### src/rtl/core/assert_macros.svh
// Assertion macros shared by the core RTL.
// Each macro needs clk and rst_n in the scope where it is used.
`ifndef ASSERT_MACROS_SVH
`define ASSERT_MACROS_SVH
`ifndef NO_ASSERTIONS
`define SWM_ASSERT(label, prop, msg) \
    label: assert property (@(posedge clk) disable iff (!rst_n) prop) else $error(msg);
`define SWM_ASSERT_NEXT(label, pre, post, msg) \
    label: assert property (@(posedge clk) disable iff (!rst_n) (pre) |=> (post)) \
        else $error(msg);
`else
`define SWM_ASSERT(label, prop, msg)
`define SWM_ASSERT_NEXT(label, pre, post, msg)
`endif
`endif

### src/rtl/core/swm_pkg.sv
// Types, sizes and helper functions for the sliding window maximum core.
// No dependencies; used by every other core file but assert_macros.svh.
package swm_pkg;

    localparam int DEPTH       = 64;   // cells in the chain, largest window
    localparam int SAMPLE_W    = 16;
    localparam int POS_W       = 32;
    localparam int WSIZE_W     = 7;
    localparam int WSIZE_RESET = 3;
    localparam int L1_N        = DEPTH / 4;
    localparam int L2_N        = DEPTH / 16;

    typedef logic signed [SAMPLE_W-1:0] sample_t;
    typedef logic [POS_W-1:0]           pos_t;
    typedef logic [WSIZE_W-1:0]         wsize_t;

    typedef struct packed {
        logic    valid;
        sample_t value;
    } entry_t;

    typedef struct packed {
        logic    shift;
        logic    clear;
        sample_t sample;
    } cell_ctl_t;

    // Larger of two entries; an invalid entry never wins over a valid one.
    function automatic entry_t pick_max(input entry_t a, input entry_t b);
        entry_t r;
        if (a.valid && (!b.valid || (a.value >= b.value)))
        begin
            r = a;
        end
        else
        begin
            r = b;
        end
        return r;
    endfunction

    function automatic entry_t pick_max4(input entry_t a, input entry_t b,
                                         input entry_t c, input entry_t d);
        return pick_max(pick_max(a, b), pick_max(c, d));
    endfunction

endpackage

### src/rtl/core/swm_in_if.sv
// Sample channel: valid/ready handshake carrying one sample word.
// Depends on swm_pkg for the sample type.
interface swm_in_if;
    logic             valid;
    logic             ready;
    swm_pkg::sample_t sample;
    logic             first_of_sequence;

    modport source (output valid, output sample, output first_of_sequence, input ready);
    modport sink   (input valid, input sample, input first_of_sequence, output ready);
endinterface

### src/rtl/core/swm_out_if.sv
// Result channel: valid/ready handshake carrying window maximum and start.
// Depends on swm_pkg for the payload types.
interface swm_out_if;
    logic             valid;
    logic             ready;
    swm_pkg::sample_t window_max;
    swm_pkg::pos_t    window_start;

    modport source (output valid, output window_max, output window_start, input ready);
    modport sink   (input valid, input window_max, input window_start, output ready);
endinterface

### src/rtl/core/sliding_window_max_deque.sv
// Sliding window maximum over a signed sample stream.
// Channels: samples (sink) takes one word per accepted handshake: sample and
// first_of_sequence, which restarts the window and the position count.
// maxima (source) gives window_max and window_start for each sample once the
// window has filled; samples before that give no word.
// cfg_we/cfg_wdata write window_size (0 acts as 1, above 64 acts as 64).
// Throughput: one sample per cycle while maxima is not stalled. The deque is
// a chain of 64 cells, one per sample age, all updated in the cycle a sample
// is accepted. Results pass through the three register stages of the maximum
// tree that reads the cell chain before maxima.valid rises.
// Reset clears all cells, the position counter and the wrap flag, and sets
// window_size to 3. No clearing pass is needed.
// A stall on maxima freezes the whole pipeline and drops samples.ready in
// the same cycle; the pending word holds until taken.
// Depends on swm_pkg, swm_in_if, swm_out_if, swm_cell, swm_max_tree.
`include "assert_macros.svh"
module sliding_window_max_deque (
    input  logic                  clk,
    input  logic                  rst_n,
    swm_in_if.sink                samples,
    swm_out_if.source             maxima,
    input  logic                  cfg_we,
    input  swm_pkg::wsize_t       cfg_wdata
);

    swm_pkg::wsize_t    wsize_reg;
    swm_pkg::wsize_t    k_eff;
    swm_pkg::pos_t      pos_reg;
    logic               wrapped_reg;
    swm_pkg::pos_t      pos_cur;
    logic               wrapped_cur;
    logic               emit;
    swm_pkg::pos_t      start_cur;

    logic               advance;
    logic               accept;

    logic               s0_valid_reg, s1_valid_reg, s2_valid_reg, out_valid_reg;
    swm_pkg::pos_t      s0_start_reg, s1_start_reg, s2_start_reg, out_start_reg;

    swm_pkg::cell_ctl_t cell_ctl [swm_pkg::DEPTH];
    swm_pkg::entry_t    cell_up  [swm_pkg::DEPTH];
    swm_pkg::entry_t    cell_q   [swm_pkg::DEPTH];
    logic [swm_pkg::DEPTH-1:0] age_ok;
    logic [swm_pkg::DEPTH-1:0] cell_valid;
    swm_pkg::entry_t    tree_root;

    always_ff @(posedge clk or negedge rst_n)
    begin
        if (!rst_n)
        begin
            wsize_reg <= swm_pkg::WSIZE_W'(swm_pkg::WSIZE_RESET);
        end
        else if (cfg_we)
        begin
            wsize_reg <= cfg_wdata;
        end
    end

    always_comb
    begin
        priority if (wsize_reg == '0)
        begin
            k_eff = swm_pkg::WSIZE_W'(1);
        end
        else if (wsize_reg > swm_pkg::WSIZE_W'(swm_pkg::DEPTH))
        begin
            k_eff = swm_pkg::WSIZE_W'(swm_pkg::DEPTH);
        end
        else
        begin
            k_eff = wsize_reg;
        end
    end

    assign advance       = !out_valid_reg || maxima.ready;
    assign samples.ready = advance;
    assign accept        = samples.valid && advance;

    // position of this sample, restarted by first_of_sequence
    assign pos_cur     = samples.first_of_sequence ? '0 : pos_reg;
    assign wrapped_cur = samples.first_of_sequence ? 1'b0 : wrapped_reg;
    assign emit        = wrapped_cur || (pos_cur >= (swm_pkg::POS_W'(k_eff) - 1'b1));
    assign start_cur   = pos_cur - swm_pkg::POS_W'(k_eff) + 1'b1;

    always_ff @(posedge clk or negedge rst_n)
    begin
        if (!rst_n)
        begin
            pos_reg     <= '0;
            wrapped_reg <= 1'b0;
        end
        else if (accept)
        begin
            pos_reg     <= pos_cur + 1'b1;
            wrapped_reg <= wrapped_cur || (pos_cur == '1);
        end
    end

    // cell j holds the sample of age j; cell 0 takes the new sample
    always_comb
    begin
        for (int j = 0; j < swm_pkg::DEPTH; j++)
        begin
            cell_ctl[j].shift  = accept;
            cell_ctl[j].clear  = (j != 0) && samples.first_of_sequence;
            cell_ctl[j].sample = samples.sample;
            age_ok[j]          = swm_pkg::WSIZE_W'(j) < k_eff;
            cell_valid[j]      = cell_q[j].valid;
            if (j == 0)
            begin
                cell_up[j].valid = 1'b1;
                cell_up[j].value = samples.sample;
            end
            else
            begin
                cell_up[j] = cell_q[j-1];
            end
        end
    end

    for (genvar j = 0; j < swm_pkg::DEPTH; j++)
    begin : g_cell
        swm_cell u_cell (
            .clk    (clk),
            .rst_n  (rst_n),
            .ctl    (cell_ctl[j]),
            .age_ok (age_ok[j]),
            .up     (cell_up[j]),
            .cur    (cell_q[j])
        );
    end

    swm_max_tree u_tree (
        .clk     (clk),
        .advance (advance),
        .leaves  (cell_q),
        .root    (tree_root)
    );

    // word flags and start positions travel alongside the tree stages
    always_ff @(posedge clk or negedge rst_n)
    begin
        if (!rst_n)
        begin
            s0_valid_reg  <= 1'b0;
            s1_valid_reg  <= 1'b0;
            s2_valid_reg  <= 1'b0;
            out_valid_reg <= 1'b0;
        end
        else if (advance)
        begin
            s0_valid_reg  <= accept && emit;
            s1_valid_reg  <= s0_valid_reg;
            s2_valid_reg  <= s1_valid_reg;
            out_valid_reg <= s2_valid_reg;
        end
    end

    always_ff @(posedge clk)
    begin
        if (advance)
        begin
            s0_start_reg  <= start_cur;
            s1_start_reg  <= s0_start_reg;
            s2_start_reg  <= s1_start_reg;
            out_start_reg <= s2_start_reg;
        end
    end

    assign maxima.valid        = out_valid_reg;
    assign maxima.window_max   = tree_root.value;
    assign maxima.window_start = out_start_reg;

    `SWM_ASSERT_NEXT(a_newest_kept, accept, cell_q[0].valid, "newest sample not kept in cell 0")
    `SWM_ASSERT_NEXT(a_first_clears, accept && samples.first_of_sequence,
        $countones(cell_valid) == 1, "first_of_sequence left stale cells")
    `SWM_ASSERT(a_root_valid, out_valid_reg |-> tree_root.valid, "result word without a maximum")
    `SWM_ASSERT(a_wrap_zero, $rose(wrapped_reg) |-> (pos_reg == '0), "wrap flag set off zero")

endmodule

### src/rtl/core/swm_cell.sv
// One deque cell: holds the sample of a fixed age and its keep flag.
// Depends on swm_pkg.
module swm_cell (
    input  logic               clk,
    input  logic               rst_n,
    input  swm_pkg::cell_ctl_t ctl,
    input  logic               age_ok,
    input  swm_pkg::entry_t    up,
    output swm_pkg::entry_t    cur
);

    logic             valid_reg;
    logic             valid_next;
    swm_pkg::sample_t value_reg;

    // drop when cleared, when too old or invalid, or when strictly smaller than the new sample
    assign valid_next = !ctl.clear && up.valid && age_ok && !(up.value < ctl.sample);

    always_ff @(posedge clk or negedge rst_n)
    begin
        if (!rst_n)
        begin
            valid_reg <= 1'b0;
        end
        else if (ctl.shift)
        begin
            valid_reg <= valid_next;
        end
    end

    always_ff @(posedge clk)
    begin
        if (ctl.shift)
        begin
            value_reg <= up.value;
        end
    end

    assign cur.valid = valid_reg;
    assign cur.value = value_reg;

endmodule

### src/rtl/core/swm_max_tree.sv
// Three-stage registered 4-ary maximum tree over the cell chain.
// Depends on swm_pkg.
module swm_max_tree (
    input  logic            clk,
    input  logic            advance,
    input  swm_pkg::entry_t leaves [swm_pkg::DEPTH],
    output swm_pkg::entry_t root
);

    swm_pkg::entry_t l1_reg [swm_pkg::L1_N];
    swm_pkg::entry_t l2_reg [swm_pkg::L2_N];
    swm_pkg::entry_t root_reg;

    always_ff @(posedge clk)
    begin
        if (advance)
        begin
            for (int i = 0; i < swm_pkg::L1_N; i++)
            begin
                l1_reg[i] <= swm_pkg::pick_max4(leaves[4*i], leaves[4*i+1],
                                                leaves[4*i+2], leaves[4*i+3]);
            end
            for (int i = 0; i < swm_pkg::L2_N; i++)
            begin
                l2_reg[i] <= swm_pkg::pick_max4(l1_reg[4*i], l1_reg[4*i+1],
                                                l1_reg[4*i+2], l1_reg[4*i+3]);
            end
            root_reg <= swm_pkg::pick_max4(l2_reg[0], l2_reg[1], l2_reg[2], l2_reg[3]);
        end
    end

    assign root = root_reg;

endmodule
### src/flat_wrapper.sv
// flat-port wrapper written by rule: the top's interface ports become plain ports
module sliding_window_max_deque_flat 
  (clk, rst_n, cfg_we, cfg_wdata, samples_valid, samples_sample, samples_first_of_sequence, samples_ready, maxima_valid, maxima_window_max, maxima_window_start, maxima_ready);
  swm_in_if samples_i ();
  swm_out_if maxima_i ();
  input  logic clk;
  input  logic rst_n;
  input  logic cfg_we;
  input  swm_pkg::wsize_t cfg_wdata;
  input wire logic [$bits(samples_i.valid)-1:0] samples_valid;
  input wire logic [$bits(samples_i.sample)-1:0] samples_sample;
  input wire logic [$bits(samples_i.first_of_sequence)-1:0] samples_first_of_sequence;
  output wire logic [$bits(samples_i.ready)-1:0] samples_ready;
  output wire logic [$bits(maxima_i.valid)-1:0] maxima_valid;
  output wire logic [$bits(maxima_i.window_max)-1:0] maxima_window_max;
  output wire logic [$bits(maxima_i.window_start)-1:0] maxima_window_start;
  input wire logic [$bits(maxima_i.ready)-1:0] maxima_ready;
  assign samples_i.valid = samples_valid;
  assign samples_i.sample = samples_sample;
  assign samples_i.first_of_sequence = samples_first_of_sequence;
  assign samples_ready = samples_i.ready;
  assign maxima_valid = maxima_i.valid;
  assign maxima_window_max = maxima_i.window_max;
  assign maxima_window_start = maxima_i.window_start;
  assign maxima_i.ready = maxima_ready;
  sliding_window_max_deque u_core (.clk(clk), .rst_n(rst_n), .samples(samples_i), .maxima(maxima_i), .cfg_we(cfg_we), .cfg_wdata(cfg_wdata));
endmodule
### config.mk
export PLATFORM = sky130hd
export DESIGN_NAME = sliding_window_max_deque_flat
export DESIGN_NICKNAME = d
export VERILOG_FILES = /design/src/rtl/core/swm_pkg.sv /design/src/rtl/core/swm_in_if.sv /design/src/rtl/core/swm_out_if.sv /design/src/rtl/core/sliding_window_max_deque.sv /design/src/rtl/core/swm_cell.sv /design/src/rtl/core/swm_max_tree.sv /design/src/flat_wrapper.sv
export VERILOG_INCLUDE_DIRS = /design/src /design/src/rtl/core
export SDC_FILE = /design/constraint.sdc
export NUM_CORES = 2
export LEC_CHECK = 0
export ABC_AREA = 1
export BUFFER_PORTS_ARGS = -buffer_cell sky130_fd_sc_hd__clkbuf_2
export CAP_MARGIN = 20
export CORE_MARGIN = 10
export CORE_UTILIZATION = 59
export DETAILED_ROUTE_END_ITERATION = 16
export GPL_ROUTABILITY_DRIVEN = 0
export PLACE_DENSITY = 0.78
export SETUP_SLACK_MARGIN = 0.05
export SYNTH_ARGS = -nofsm -noshare
export SYNTH_HDL_FRONTEND = slang
export SYNTH_SLANG_ARGS = --single-unit
### constraint.sdc
create_clock -name clk -period 29.1 [get_ports clk]
set_input_delay 2.91 -clock clk [delete_from_list [all_inputs] [get_ports clk]]
set_output_delay 2.91 -clock clk [all_outputs]
set_load 0.02 [all_outputs]
==> run_results.csv <==
group,metric,value,unit
global_routing,grt_max_degree,168,
synth,synth_top_area_share,37.63,%
min_path,holdPathStages,0,
timing,hold_viol_final,0,
setup_path,worstPathMaxFanout,96,
finish,drive_gt1_share,4.448,%
route,vias_per_cell,5.793,
route,routed_wl,331800,um
finish,largest_reg_flops,1024,
route,drt-met1-wl,135700,um
pwr,p_clk_share,37.4,%
setup_path,startpoint_type,"input port",
pwr,vdd_ir_drop_max,0.06723,mV
pwr,swShare,29.01,%
setup_path,cp-end-kind,"output pin",
timing,finClkSkew,40.61,ps
synth,seq_area_frac_synth,39.87,%
synth,synthFlopType,"edfxtp_1",
clocking,clk_pin_slew,60,ps
floorplan,die_h,471.6,um
finish,final_area,129500,um2
route,wl_met2,149700,um
floorplan,start_util,59.43,%
clocking,cts_buffers,177,
placed_design,dp_cells,16620,
synth,yosysUniqueCellTypes,56,
floorplan,die_w,471.6,um
timing,tightest_slew,1154,ps
setup_path,cp.required,26190,ps
synth,synth_largest_area_cell,"edfxtp_1",
synth,synthTopCellsByArea,"edfxtp_1, ha_1, nand2_1, nand3_1, inv_1",
floorplan,io_pins,79,
route,drtIter0Drc,9940,
clocking,cts_tree,"built",
synth,async_flop_share,6.683,%
placed_design,placedInstanceArea,123500,um2
route,drc_errors,0,
route,wl_met3,29650,um
timing,tns,0,ps
timing,fin_crit_sh,24.44,%
pwr,powerDensity,48.61,nW/um2
route,detail-route-antenna-nets,0,
clocking,htreeDepth,4,
global_routing,grt-ovfl-total,0,
timing,fmax,140.6,MHz
setup_path,crit_arrival,4200,ps
finish,finalNetCount,16200,
floorplan,core-area,202500,um2
placed_design,port_buffers,78,
finish,stdcell_count,16960,
run_status,status,"complete, no violations",
route,via_count,98240,
finish,syn_to_final_growth,7.633,%
clocking,clockBufferDepth,3,
synth,synthCells,14030,
floorplan,num_rows,165,
timing,post-route-min-period,7111,ps
route,wl_per_cell,19.56,um
clocking,cts_resized,0,
synth,ys_warn_count,0,
global_routing,grt.total_usage,28.89,%
placed_design,dpl.hpwl,244200,um
timing,slew-limit-headroom,23.06,%
pwr,switching_power,1.827,mW
floorplan,die-area,222400,um2
clocking,cts_sinks,1616,
global_routing,first_global_vias,92810,
setup_path,path_class,"in2out",
pwr,seq_power_share,45.6,%
setup_path,reg2reg_depth,24,
clocking,clkLatencyLatePin,850,ps
flow_run,maxCapViolCount,0,
synth,syn_area,120400,um2
clocking,clock-root-buffer,"clkbuf_16",
min_path,hp-class,"reg2reg",
global_routing,grt_pass1_wl,512700,um
synth,ys_ff_latch,1616,
synth,synth_edf_count,1508,
clocking,postCtsHoldBufs,0,
pwr,p_leak,65.54,nW
timing,slew_violations,0,
synth,synth.avg_cell_area,8.579,um2
route,top_layer,"met5",
clocking,post_cts.repair.setup_buffers,0,
pwr,combPwrFrac,17.0,%
route,drtPass1Iterations,9,
timing,rsz0062_at_grt,"no",
global_routing,antenna_found_initial,16,
pwr,internal_power,4.470,mW
timing,setup_violations,0,
==> routing by layer <==
metal | GRT usage, % | vias to the layer above
met4 | 12.84 | 10
li1 | - | 47820
met1 | 37.89 | 45350
met2 | 46.62 | 4201
met5 | 0 | -
met3 | 5.274 | 857
==> worst max-delay path, cell delays in order <==
cell,delay (ps)
clkbuf_2,80
nor2_1,480
inv_8,370
clkbuf_2,280
==> power by group through the flow <==
stage                     Combinational (mW)  Sequential, mW  Clock, mW
after detailed placement                1.04            2.91          0
after global routing                    1.22            2.89       2.46
final                                   1.07            2.87       2.35
after CTS                               1.05            2.87       2.37
after global placement                  1.00            2.91          0
after floorplan                        0.730            2.91          0
==> Yosys cell counts (15+ instances only) <==
cell / count
clkbuf_1: 97
a211o_1: 48
xnor2_1: 18
nand3_1: 1767
nor3_1: 67
a211oi_1: 43
o21bai_2: 15
nor2_4: 20
inv_2: 26
and2_1: 336
buf_2: 81
o21a_1: 29
inv_1: 2133
dfrtp_1: 106
a21boi_0: 16
o21ai_1: 35
nand2_1: 3285
nor2_1: 614
nand3_2: 42
nand4_1: 131
o21bai_1: 52
a21o_1: 94
ha_1: 2049
nor3_2: 20
nand2_2: 57
nand3b_1: 40
buf_4: 55
a21oi_1: 893
xor2_1: 38
edfxtp_1: 1508
o21ai_0: 257
==> kinds of logic after synthesis <==
kind of cell               synth area share, %
AOI/OAI and AO/OA                        7.054
xor gates and xnor gates                0.4075
other                                 0.003116
DFF                                      39.87
muxes                                  0.01871
adders and majority gates                21.32
buffers and inverters                    7.739
and+or+nand+nor                          23.59
==> layout by cell type, fill, tap and decap left out, types with 11 or more instances in the layout <==
cell,n
clkbuf_2,77
xnor2_1,18
clkinv_2,37
a211o_1,48
clkbuf_16,181
clkinv_1,18
nor2_4,20
nand3b_1,40
nand2_2,57
inv_4,17
a21oi_1,893
a21o_1,94
nor3_1,67
nand4_1,131
inv_1,2116
a211oi_1,43
dfrtp_1,106
nand3_2,42
buf_4,45
nand3_1,1767
inv_2,26
o21a_1,29
conb_1,25
ha_1,2049
nor2_1,614
o21ai_0,257
nor3_2,20
bufinv_16,21
inv_6,12
o21bai_1,52
diode_2,12
a21boi_0,16
nand2_1,3285
o21bai_2,15
clkbuf_1,27
and2_1,336
clkinvlp_4,11
edfxtp_1,1508
xor2_1,38
o21ai_1,35
==> final timing paths <==
kind / start / to / slack [ps]
setup / recovery: maxima_ready / samples_ready / 21990
max in group asynchronous: rst_n / u_core.g_cell[27].u_cell.valid_reg$_DFFE_PN0P_ / 25820
hold reg to reg: u_core.s1_start_reg[20]$_DFFE_PN_ / u_core.s2_start_reg[20]$_DFFE_PN_ / 410
setup reg to reg: u_core.g_cell[16].u_cell.value_reg[5]$_DFFE_PP_ / u_core.u_tree.l1_reg[0][73]$_DFFE_PN_ / 24310
hold / removal: u_core.s1_start_reg[20]$_DFFE_PN_ / u_core.s2_start_reg[20]$_DFFE_PN_ / 410
min in group asynchronous: rst_n / u_core.g_cell[5].u_cell.valid_reg$_DFFE_PN0P_ / 2030
==> through the flow <==
stage | hold slack, ps | util [%] | total power [mW] | worst slack, ps
3_5_place_dp | 404.5 | 60.96 | 3.956 | 22000
5_1_grt | 421.5 | 63.95 | 6.570 | 21910
6_report | 414.6 | 63.96 | 6.297 | 21990
2_1_floorplan | 400.3 | - | 3.639 | 11640
3_3_place_gp | 400.7 | 60.96 | 3.913 | 22020
4_1_cts | 416.7 | 63.92 | 6.297 | 22000
==> layout make-up <==
class	instances	area (um2)
fill	16550	72990
tap	2672	3343
clock inverter	113	1260
clock buffer	216	4741
timing repair buffer	129	869.6
sequential	1616	47990
multi-input combinational	10040	63140
antenna	12	30.03
inverter	2161	8167
No activity file was read; power rests on OpenSTA's default activity.
